<file path="src/design/ufs_pkg.sv">
// Types, constants and character helpers of the URL file-name sanitizer
package ufs_pkg;

    localparam int unsigned BYTE_W      = 8;
    localparam int unsigned TIME_W      = 32;
    localparam int unsigned CAND_DEPTH  = 3;
    localparam int unsigned DIGIT_DEPTH = 10;
    localparam int unsigned PREFIX_LEN  = 5;
    localparam int unsigned DIV10_SHIFT = 35;

    localparam logic [BYTE_W-1:0] MAX_LEN_RESET = 8'd100;
    localparam logic [BYTE_W-1:0] CH_PCT        = 8'h25;
    localparam logic [BYTE_W-1:0] CH_PLUS       = 8'h2B;
    localparam logic [BYTE_W-1:0] CH_US         = 8'h5F;
    localparam logic [BYTE_W-1:0] CH_SPACE      = 8'h20;
    localparam logic [BYTE_W-1:0] CH_ZERO       = 8'h30;
    localparam logic [TIME_W-1:0] DIV10_RECIP   = 32'hCCCC_CCCD;

    typedef enum logic [1:0] {
        PH_IDLE,
        PH_PCT,
        PH_HEX1
    } t_phase;

    typedef enum logic [2:0] {
        S_IDLE,
        S_EMIT,
        S_DIV,
        S_REM,
        S_PFX,
        S_DIG,
        S_FLUSH
    } t_state;

    function automatic logic is_hex(input logic [BYTE_W-1:0] c);
        return c inside {[8'h30:8'h39], [8'h41:8'h46], [8'h61:8'h66]};
    endfunction

    function automatic logic [3:0] hex_value(input logic [BYTE_W-1:0] c);
        logic [BYTE_W-1:0] d;
        d = 8'h00;
        if (c inside {[8'h30:8'h39]}) begin
            d = c - 8'h30;
        end else if (c inside {[8'h61:8'h66]}) begin
            d = c - 8'h57;
        end else if (c inside {[8'h41:8'h46]}) begin
            d = c - 8'h37;
        end
        return d[3:0];
    endfunction

    function automatic logic is_name_char(input logic [BYTE_W-1:0] c);
        return c inside {[8'h41:8'h5A], [8'h61:8'h7A], [8'h30:8'h39], 8'h2E, 8'h5F, 8'h2D};
    endfunction

    function automatic logic [BYTE_W-1:0] prefix_char(input logic [2:0] idx);
        logic [BYTE_W-1:0] c;
        case (idx)
            3'd0: c = 8'h66;
            3'd1: c = 8'h69;
            3'd2: c = 8'h6C;
            3'd3: c = 8'h65;
            default: c = CH_US;
        endcase
        return c;
    endfunction

endpackage

</file>
<file path="src/design/ufs_if.sv">
// Valid/ready channel interfaces for sanitizer input and output transfers
interface ufs_in_if;
    logic        valid;
    logic        ready;
    logic        byte_present;
    logic [7:0]  raw_byte;
    logic        is_last;
    logic [31:0] time_ms;

    modport source (output valid, output byte_present, output raw_byte, output is_last,
                    output time_ms, input ready);
    modport sink   (input valid, input byte_present, input raw_byte, input is_last,
                    input time_ms, output ready);
endinterface

interface ufs_out_if;
    logic       valid;
    logic       ready;
    logic       byte_valid;
    logic [7:0] out_byte;
    logic       end_of_name;

    modport source (output valid, output byte_valid, output out_byte, output end_of_name,
                    input ready);
    modport sink   (input valid, input byte_valid, input out_byte, input end_of_name,
                    output ready);
endinterface

</file>
<file path="src/design/url_filename_sanitizer.sv">
// Top level of the URL file-name sanitizer
//
// Usage: one raw byte of a percent-encoded name per input transfer on i_in
// (byte_present, raw_byte, is_last, time_ms). Sanitized bytes leave one per
// output transfer on o_out; end_of_name flags the final result of a name.
// A last item that yields no byte, in a name that already has bytes, gives
// one result with byte_valid low. max_name_length is written through
// i_cfg_we / i_cfg_wdata; the user must write it only while idle, and the
// block does not enforce this. Flow: an item is decoded into up to three
// candidate bytes, and the shared filter/emit path handles one candidate
// per cycle unless the output stalls. An empty name adds the decimal
// fallback: the divide-by-ten unit yields the digits one by one, then the
// prefix and the digits go out on the emit path.
// i_in.ready is high only between items. The newest byte waits in a hold
// stage until the next one or the end of the item decides its end flag.
// Reset (synchronous, active low) clears the decoder, length counter and the
// output register and sets max_name_length to 100. A stalled receiver holds
// the output register and stops the sequencer at its next output.
module url_filename_sanitizer import ufs_pkg::*; (
    input  logic              i_clk,
    input  logic              i_rst_n,
    input  logic              i_cfg_we,
    input  logic [BYTE_W-1:0] i_cfg_wdata,
    ufs_in_if.sink            i_in,
    ufs_out_if.source         o_out
);

    t_state            r_state, n_state;
    t_phase            r_phase, n_phase;
    logic [BYTE_W-1:0] r_held, n_held;
    logic              r_prev_us, n_prev_us;
    logic [BYTE_W-1:0] r_cnt, n_cnt;
    logic [BYTE_W-1:0] r_max_len;
    logic              r_last, n_last;
    logic [TIME_W-1:0] r_time, n_time;
    logic [BYTE_W-1:0] r_cand [0:CAND_DEPTH-1];
    logic [BYTE_W-1:0] n_cand [0:CAND_DEPTH-1];
    logic [1:0]        r_nc, n_nc;
    logic [1:0]        r_ci, n_ci;
    logic [3:0]        r_k, n_k;
    logic [2:0]        r_pi, n_pi;
    logic              r_pend_v, n_pend_v;
    logic [BYTE_W-1:0] r_pend_b, n_pend_b;
    logic              r_ov, n_ov;
    logic              r_obv, n_obv;
    logic [BYTE_W-1:0] r_ob, n_ob;
    logic              r_oend, n_oend;
    logic [3:0]        r_digits [0:DIGIT_DEPTH-1];

    logic [BYTE_W-1:0] w_cand [0:CAND_DEPTH-1];
    logic [1:0]        w_nc;
    t_phase            w_phase;
    logic [BYTE_W-1:0] w_held;
    logic              w_feed;

    logic              w_accept;
    logic              w_out_free;
    logic              w_cand_done;
    logic [BYTE_W-1:0] w_cur;
    logic [BYTE_W-1:0] w_fc;
    logic              w_is_us;
    logic              w_produce;
    logic              w_emit_go;
    logic              w_gen_go;
    logic [TIME_W-1:0] w_quot;
    logic [3:0]        w_digit;
    logic [3:0]        w_dig_rd;

    ufs_div10 u_div10 (
        .i_clk   (i_clk),
        .i_load  (r_state == S_DIV),
        .i_value (r_time),
        .o_quot  (w_quot),
        .o_digit (w_digit)
    );

    assign w_accept    = i_in.valid && i_in.ready;
    assign w_out_free  = !r_ov || o_out.ready;
    assign w_cand_done = (r_ci == r_nc);
    assign w_cur       = r_cand[r_ci];
    assign w_fc        = is_name_char(w_cur) ? w_cur : CH_US;
    assign w_is_us     = (w_fc == CH_US);
    assign w_produce   = !(w_is_us && r_prev_us) && (r_cnt < r_max_len);
    assign w_emit_go   = !w_produce || !r_pend_v || w_out_free;
    assign w_gen_go    = !r_pend_v || w_out_free;
    assign w_dig_rd    = r_digits[r_k - 4'd1];

    always_comb begin
        w_cand  = '{default: '0};
        w_nc    = 2'd0;
        w_phase = r_phase;
        w_held  = r_held;
        w_feed  = 1'b0;
        if (i_in.byte_present) begin
            case (r_phase)
                PH_PCT: begin
                    if (is_hex(i_in.raw_byte)) begin
                        w_held  = i_in.raw_byte;
                        w_phase = PH_HEX1;
                    end else begin
                        w_cand[w_nc] = CH_PCT;
                        w_nc         = w_nc + 2'd1;
                        w_feed       = 1'b1;
                    end
                end
                PH_HEX1: begin
                    if (is_hex(i_in.raw_byte)) begin
                        w_cand[w_nc] = {hex_value(r_held), hex_value(i_in.raw_byte)};
                        w_nc         = w_nc + 2'd1;
                        w_phase      = PH_IDLE;
                    end else begin
                        w_cand[w_nc] = CH_PCT;
                        w_nc         = w_nc + 2'd1;
                        w_cand[w_nc] = r_held;
                        w_nc         = w_nc + 2'd1;
                        w_feed       = 1'b1;
                    end
                end
                default: begin
                    w_feed = 1'b1;
                end
            endcase
        end
        if (w_feed) begin
            w_phase = PH_IDLE;
            if (i_in.raw_byte == CH_PCT) begin
                w_phase = PH_PCT;
            end else if (i_in.raw_byte == CH_PLUS) begin
                w_cand[w_nc] = CH_SPACE;
                w_nc         = w_nc + 2'd1;
            end else begin
                w_cand[w_nc] = i_in.raw_byte;
                w_nc         = w_nc + 2'd1;
            end
        end
        if (i_in.is_last) begin
            case (w_phase)
                PH_PCT: begin
                    w_cand[w_nc] = CH_PCT;
                    w_nc         = w_nc + 2'd1;
                end
                PH_HEX1: begin
                    w_cand[w_nc] = CH_PCT;
                    w_nc         = w_nc + 2'd1;
                    w_cand[w_nc] = w_held;
                    w_nc         = w_nc + 2'd1;
                end
                default: begin
                end
            endcase
            w_phase = PH_IDLE;
            w_held  = '0;
        end
    end

    always_comb begin
        n_state = r_state;
        case (r_state)
            S_IDLE: begin
                if (w_accept) begin
                    n_state = S_EMIT;
                end
            end
            S_EMIT: begin
                if (w_cand_done) begin
                    n_state = (r_last && r_cnt == '0) ? S_DIV : S_FLUSH;
                end
            end
            S_DIV: begin
                n_state = S_REM;
            end
            S_REM: begin
                n_state = (w_quot == '0) ? S_PFX : S_DIV;
            end
            S_PFX: begin
                if (w_gen_go && r_pi == 3'(PREFIX_LEN - 1)) begin
                    n_state = S_DIG;
                end
            end
            S_DIG: begin
                if (w_gen_go && r_k == 4'd1) begin
                    n_state = S_FLUSH;
                end
            end
            S_FLUSH: begin
                if (w_out_free || (!r_last && !r_pend_v)) begin
                    n_state = S_IDLE;
                end
            end
            default: begin
                n_state = S_IDLE;
            end
        endcase
    end

    always_comb begin
        n_phase   = r_phase;
        n_held    = r_held;
        n_prev_us = r_prev_us;
        n_cnt     = r_cnt;
        n_last    = r_last;
        n_time    = r_time;
        n_cand    = r_cand;
        n_nc      = r_nc;
        n_ci      = r_ci;
        n_k       = r_k;
        n_pi      = r_pi;
        n_pend_v  = r_pend_v;
        n_pend_b  = r_pend_b;
        n_ov      = r_ov && !o_out.ready;
        n_obv     = r_obv;
        n_ob      = r_ob;
        n_oend    = r_oend;
        case (r_state)
            S_IDLE: begin
                if (w_accept) begin
                    n_cand  = w_cand;
                    n_nc    = w_nc;
                    n_ci    = 2'd0;
                    n_phase = w_phase;
                    n_held  = w_held;
                    n_last  = i_in.is_last;
                    n_time  = i_in.time_ms;
                    n_k     = 4'd0;
                    n_pi    = 3'd0;
                end
            end
            S_EMIT: begin
                if (!w_cand_done && w_emit_go) begin
                    n_ci = r_ci + 2'd1;
                    if (w_produce) begin
                        n_cnt     = r_cnt + 8'd1;
                        n_prev_us = w_is_us;
                        if (r_pend_v) begin
                            n_ov   = 1'b1;
                            n_obv  = 1'b1;
                            n_ob   = r_pend_b;
                            n_oend = 1'b0;
                        end
                        n_pend_v = 1'b1;
                        n_pend_b = w_fc;
                    end
                end
            end
            S_REM: begin
                n_k    = r_k + 4'd1;
                n_time = w_quot;
            end
            S_PFX, S_DIG: begin
                if (w_gen_go) begin
                    if (r_pend_v) begin
                        n_ov   = 1'b1;
                        n_obv  = 1'b1;
                        n_ob   = r_pend_b;
                        n_oend = 1'b0;
                    end
                    n_pend_v = 1'b1;
                    if (r_state == S_PFX) begin
                        n_pend_b = prefix_char(r_pi);
                        n_pi     = r_pi + 3'd1;
                    end else begin
                        n_pend_b = CH_ZERO + {4'd0, w_dig_rd};
                        n_k      = r_k - 4'd1;
                    end
                end
            end
            S_FLUSH: begin
                if (w_out_free) begin
                    if (r_pend_v) begin
                        n_ov   = 1'b1;
                        n_obv  = 1'b1;
                        n_ob   = r_pend_b;
                        n_oend = r_last;
                    end else if (r_last) begin
                        n_ov   = 1'b1;
                        n_obv  = 1'b0;
                        n_ob   = '0;
                        n_oend = 1'b1;
                    end
                    n_pend_v = 1'b0;
                    if (r_last) begin
                        n_cnt     = '0;
                        n_prev_us = 1'b0;
                    end
                end
            end
            default: begin
            end
        endcase
    end

    always_ff @(posedge i_clk) begin
        if (r_state == S_REM) begin
            r_digits[r_k] <= w_digit;
        end
    end

    always_ff @(posedge i_clk) begin
        if (!i_rst_n) begin
            r_state   <= S_IDLE;
            r_phase   <= PH_IDLE;
            r_held    <= '0;
            r_prev_us <= 1'b0;
            r_cnt     <= '0;
            r_max_len <= MAX_LEN_RESET;
            r_pend_v  <= 1'b0;
            r_ov      <= 1'b0;
        end else begin
            r_state   <= n_state;
            r_phase   <= n_phase;
            r_held    <= n_held;
            r_prev_us <= n_prev_us;
            r_cnt     <= n_cnt;
            r_pend_v  <= n_pend_v;
            r_ov      <= n_ov;
            if (i_cfg_we) begin
                r_max_len <= i_cfg_wdata;
            end
        end
    end

    always_ff @(posedge i_clk) begin
        r_last   <= n_last;
        r_time   <= n_time;
        r_cand   <= n_cand;
        r_nc     <= n_nc;
        r_ci     <= n_ci;
        r_k      <= n_k;
        r_pi     <= n_pi;
        r_pend_b <= n_pend_b;
        r_obv    <= n_obv;
        r_ob     <= n_ob;
        r_oend   <= n_oend;
    end

    assign i_in.ready        = (r_state == S_IDLE);
    assign o_out.valid       = r_ov;
    assign o_out.byte_valid  = r_obv;
    assign o_out.out_byte    = r_ob;
    assign o_out.end_of_name = r_oend;

endmodule

</file>
<file path="src/design/ufs_div10.sv">
// Divide-by-ten unit: registered reciprocal quotient and decimal remainder
module ufs_div10 import ufs_pkg::*; (
    input  logic              i_clk,
    input  logic              i_load,
    input  logic [TIME_W-1:0] i_value,
    output logic [TIME_W-1:0] o_quot,
    output logic [3:0]        o_digit
);

    logic [2*TIME_W-1:0] w_prod;
    logic [TIME_W-1:0]   r_val;
    logic [TIME_W-1:0]   r_quot;
    logic [TIME_W-1:0]   w_rem;

    assign w_prod = {{TIME_W{1'b0}}, i_value} * {{TIME_W{1'b0}}, DIV10_RECIP};

    always_ff @(posedge i_clk) begin
        if (i_load) begin
            r_val  <= i_value;
            r_quot <= TIME_W'(w_prod[2*TIME_W-1:DIV10_SHIFT]);
        end
    end

    assign w_rem   = r_val - ((r_quot << 3) + (r_quot << 1));
    assign o_quot  = r_quot;
    assign o_digit = w_rem[3:0];

endmodule

</file>
<file path="src/flat_wrapper.sv">
// flat-port wrapper written by rule: the top's interface ports become plain ports
module url_filename_sanitizer_flat import ufs_pkg::*;
  (i_clk, i_rst_n, i_cfg_we, i_cfg_wdata, i_in_valid, i_in_byte_present, i_in_raw_byte, i_in_is_last, i_in_time_ms, i_in_ready, o_out_valid, o_out_byte_valid, o_out_out_byte, o_out_end_of_name, o_out_ready);
  ufs_in_if i_in_i ();
  ufs_out_if o_out_i ();
  input  logic i_clk;
  input  logic i_rst_n;
  input  logic i_cfg_we;
  input  logic [BYTE_W-1:0] i_cfg_wdata;
  input wire logic [$bits(i_in_i.valid)-1:0] i_in_valid;
  input wire logic [$bits(i_in_i.byte_present)-1:0] i_in_byte_present;
  input wire logic [$bits(i_in_i.raw_byte)-1:0] i_in_raw_byte;
  input wire logic [$bits(i_in_i.is_last)-1:0] i_in_is_last;
  input wire logic [$bits(i_in_i.time_ms)-1:0] i_in_time_ms;
  output wire logic [$bits(i_in_i.ready)-1:0] i_in_ready;
  output wire logic [$bits(o_out_i.valid)-1:0] o_out_valid;
  output wire logic [$bits(o_out_i.byte_valid)-1:0] o_out_byte_valid;
  output wire logic [$bits(o_out_i.out_byte)-1:0] o_out_out_byte;
  output wire logic [$bits(o_out_i.end_of_name)-1:0] o_out_end_of_name;
  input wire logic [$bits(o_out_i.ready)-1:0] o_out_ready;
  assign i_in_i.valid = i_in_valid;
  assign i_in_i.byte_present = i_in_byte_present;
  assign i_in_i.raw_byte = i_in_raw_byte;
  assign i_in_i.is_last = i_in_is_last;
  assign i_in_i.time_ms = i_in_time_ms;
  assign i_in_ready = i_in_i.ready;
  assign o_out_valid = o_out_i.valid;
  assign o_out_byte_valid = o_out_i.byte_valid;
  assign o_out_out_byte = o_out_i.out_byte;
  assign o_out_end_of_name = o_out_i.end_of_name;
  assign o_out_i.ready = o_out_ready;
  url_filename_sanitizer u_core (.i_clk(i_clk), .i_rst_n(i_rst_n), .i_cfg_we(i_cfg_we), .i_cfg_wdata(i_cfg_wdata), .i_in(i_in_i), .o_out(o_out_i));
endmodule
</file>
<file path="config.mk">
export PLATFORM = sky130hd
export DESIGN_NAME = url_filename_sanitizer_flat
export DESIGN_NICKNAME = d
export VERILOG_FILES = /design/src/design/ufs_pkg.sv /design/src/design/ufs_if.sv /design/src/design/url_filename_sanitizer.sv /design/src/design/ufs_div10.sv /design/src/flat_wrapper.sv
export SDC_FILE = /design/constraint.sdc
export NUM_CORES = 2
export LEC_CHECK = 0
export BUFFER_PORTS_ARGS = -buffer_cell sky130_fd_sc_hd__buf_2
export CORE_ASPECT_RATIO = 1.25
export CORE_MARGIN = 10
export CORE_UTILIZATION = 45
export CTS_BUF_LIST = sky130_fd_sc_hd__clkbuf_16
export DETAILED_ROUTE_END_ITERATION = 6
export PLACE_DENSITY = 0.68
export SETUP_SLACK_MARGIN = 0.15
export SLEW_MARGIN = 20
export SYNTH_ARGS = -nofsm -noshare
export SYNTH_HDL_FRONTEND = slang
export SYNTH_SLANG_ARGS = --single-unit
</file>
<file path="constraint.sdc">
create_clock -name i_clk -period 9.1 [get_ports i_clk]
set_clock_uncertainty 0.1 [all_clocks]
set_input_delay 1.365 -clock i_clk [delete_from_list [all_inputs] [get_ports i_clk]]
set_output_delay 1.365 -clock i_clk [all_outputs]
set_load 0.1 [all_outputs]
</file>
==> impl_metrics.env <==
export IMPL_area_delta_synth_final_pct=6.81
export IMPL_holdPathEnd="u_core.r_max_len[2]"
export IMPL_dr_pass1_iters=6
export IMPL_cts_made_buffers=17
export IMPL_setup_worst_path_class="reg2reg"
export IMPL_fmax_ghz=0.117
export IMPL_synth_flop_cell="edfxtp_1"
export IMPL_path_clk_slew_ns=0.08
export IMPL_die_height_um=293
export IMPL_layout_cells_non_filler=3519
export IMPL_cts_tree="done"
export IMPL_reg2reg_slack_ns=0.58
export IMPL_multiInputGateArea_sq_um=18800
export IMPL_slew_violations=0
export IMPL_crit_fanout=7
export IMPL_synth_distinct_cells=79
export IMPL_critPathLaunchType="register"
export IMPL_worstHoldStart="u_core.r_max_len[2]"
export IMPL_antenna_found_initial=2
export IMPL_avgSynthCellArea_sq_um=9.98
export IMPL_rr_worst_depth=25
export IMPL_grt_ovfl_total=0
export IMPL_cp_required_ns=9.21
export IMPL_drtIter0Drc=1272
export IMPL_globalplace_congestion=1.01
export IMPL_fill_cells=5466
export IMPL_final_nets=3571
export IMPL_r2r_end="u_core.u_div10.o_quot[26]"
export IMPL_slew_headroom_pct=30.7
export IMPL_drt_wirelength_per_cell_um=21.9
export IMPL_detailroute_via_count=19200
export IMPL_core_rowCount=100
export IMPL_post_dp_cell_area_sq_um=28100
export IMPL_routed_wl_um=77000
export IMPL_dp_final_hpwl_um=67400
export IMPL_hold_viol=0
export IMPL_max_cap_viol_count=0
export IMPL_drive_gt1_share_pct=5.41
export IMPL_postRouteAntennaNets=0
export IMPL_diodes=0
export IMPL_ff_latch_area_sq_um=5420
export IMPL_design_die_area_sq_um=70000
export IMPL_outcome="completed"
export IMPL_fin_ws_ns=0.581
export IMPL_max_clock_path_buffers=2
export IMPL_synth_seq_cells=191
export IMPL_endpoint_kind="register"
export IMPL_hold_path_class="reg2reg"
export IMPL_htreeDepth=4
export IMPL_worst_pin_slew_ns=1.01
export IMPL_die_x_um=239
export IMPL_design_area_sq_um=28700
export IMPL_drc_errors=0
export IMPL_cts_sinks=191
export IMPL_async_flop_share_pct=0
export IMPL_ios=67
export IMPL_cp_arrival_ns=8.63
export IMPL_place_inst=3487
export IMPL_clk_latency_ns=0.46
export IMPL_synth_seq_area_share_pct=20.1
export IMPL_cts_hold_buf=0
export IMPL_rsz0062_at_grt="false"
export IMPL_fin_crit_sh_pct=93.6
export IMPL_groute_usage_overall_pct=22.5
export IMPL_grt_pass1_vias=20300
export IMPL_root_buffer="clkbuf_16"
export IMPL_grt_pass1_wl_um=120000
export IMPL_grt_max_degree=36
export IMPL_hold_depth=2
export IMPL_start_util_pct=45.3
export IMPL_setup_viol=0
export IMPL_reg2reg_from="u_core.r_time[19]"
export IMPL_synth_edf_count=159
export IMPL_portBuffers=66
export IMPL_syn_num_nets=3525
export IMPL_yosysWarnings=0
export IMPL_syn_cell_area_sq_um=26900
export IMPL_period_needed_ns=8.52
export IMPL_vias_per_cell=5.47
export IMPL_core_area_sq_um=59400
export IMPL_postSynthCellCount=2695
export IMPL_place_ws_ns=0.419
export IMPL_finalSetupTns_ns=0
[metal layers]
metal / GRT usage, % / wire [um] / vias to the layer above
li1: - / - / 8798
met1: 28.1 / 31300 / 9713
met2: 38.7 / 38500 / 584
met3: 2.75 / 3770 / 138
met4: 9.20 / 3370 / 2
met5: 0 / 13 / -
[registers in the layout (all words and copies together), names as in the netlist, 24 cells and up]
name / cells
u_core.u_div10.o_quot: 29
u_core.r_time: 32
u_core.r_cand: 24
u_core.r_digits: 40
[layout by cell type (no fill, tap or decap), drive strengths merged, types with 8 or more instances in the layout]
cell | Yosys | layout
o211ai | 12 | 12
nor2 | 78 | 78
dfxtp | 32 | 32
fa | 386 | 386
a22oi | 12 | 12
xor2 | 45 | 45
nand4 | 15 | 15
a21o | 48 | 48
edfxtp | 159 | 159
ha | 389 | 389
nand2 | 193 | 193
mux2i | 27 | 27
clkbuf | 52 | 17
nand3 | 24 | 24
inv | 666 | 672
o22ai | 16 | 16
buf | 7 | 86
or3 | 10 | 10
and3 | 13 | 13
o21bai | 11 | 11
a21oi | 118 | 118
a211oi | 15 | 15
xnor2 | 49 | 49
a31oi | 17 | 17
nor2b | 41 | 41
nor4 | 15 | 15
and2 | 29 | 29
mux4 | 8 | 8
nand2b | 19 | 19
nor3 | 22 | 22
o21ai | 75 | 75
[per-stage QoR]
step                      utilization, %  hold WS (ns)
after floorplan                        -         0.358
after global placement              47.3         0.370
after detailed placement            47.3         0.388
after CTS                           48.3         0.403
after global routing                48.3         0.433
final                               48.3         0.403
[cell families after synthesis]
family | share of synthesized area (%)
other cells | 0.0139
buf+inv | 10.2
simple gates | 8.93
mux | 1.67
xor+xnor | 3.06
fa+ha+maj | 46.8
compound gates | 9.18
flops | 20.1
[area by class of cell]
cell class,instances,share of cell area (%)
Clock inverter,15,0.592
Inverter,666,8.70
Clock buffer,17,1.48
Multi-Input combinational cell,1779,65.4
Timing Repair Buffer,86,1.67
Sequential cell,191,18.9
Tap cell,765,3.33
[critical path, stage by stage (launching register included)]
cell      delay, ns
edfxtp_1       0.56
ha_1           0.57
inv_1          0.19
fa_1           0.54
inv_1          0.06
fa_1           0.53
inv_1          0.07
fa_1           0.53
inv_1          0.07
fa_1           0.56
fa_1           0.43
fa_1           0.49
inv_1          0.05
fa_1           0.49
inv_1          0.04
ha_1           0.36
nand4_1        0.16
nand2b_1       0.22
nor4_2         0.41
o31ai_1        0.23
buf_4          0.22
a211oi_1       0.38
a31oi_1        0.26
o21ai_2        0.35
nor4b_1        0.11
a211o_1        0.29
[cell usage after synthesis, types with 6 or more instances]
library cell,number,area [sq um]
mux4_2,8,180
and2_1,28,175
a21o_1,48,360
a31oi_1,17,106
nor4_1,14,87.6
nand4_1,14,87.6
fa_1,386,7730
inv_1,666,2500
nand2_1,193,724
xnor2_1,49,429
a211oi_1,14,105
nand2b_1,19,119
nor2_1,78,293
o22ai_1,16,100
nor3_1,22,110
nand3_1,24,120
o211ai_1,12,90.1
nor2b_1,41,257
o21bai_1,11,82.6
o21a_1,6,45.0
ha_1,389,4870
xor2_1,45,394
a22oi_1,12,90.1
dfxtp_1,32,641
mux2i_1,27,270
edfxtp_1,159,4770
and3_1,13,81.3
a21oi_1,118,591
clkbuf_1,52,195
and4_1,6,52.6
or3_1,10,62.6
o21ai_0,73,365
[worst max-delay path by stage]
stage                       from                   endpoint  slack (ns)  depth (start not counted)
4_1_cts        u_core.r_time[11]  u_core.u_div10.o_quot[26]        0.36                         26
6_report       u_core.r_time[19]  u_core.u_div10.o_quot[26]        0.58                         25
2_1_floorplan   u_core.r_time[9]  u_core.u_div10.o_quot[26]        1.64                         26
5_1_grt        u_core.r_time[11]  u_core.u_div10.o_quot[26]        0.21                         26
3_3_place_gp   u_core.r_time[19]  u_core.u_div10.o_quot[26]        0.38                         25
3_5_place_dp   u_core.r_time[11]  u_core.u_div10.o_quot[26]        0.42                         26
[timing repair]
item / 4_1_cts / 5_1_grt
endpoints found under the setup margin: 0 / 7
resized for setup: 0 / 4
buffers inserted: 0 / 0
Power is not shown: default switching activity piles up to over one toggle a cycle in this logic, so the estimate is an artifact.
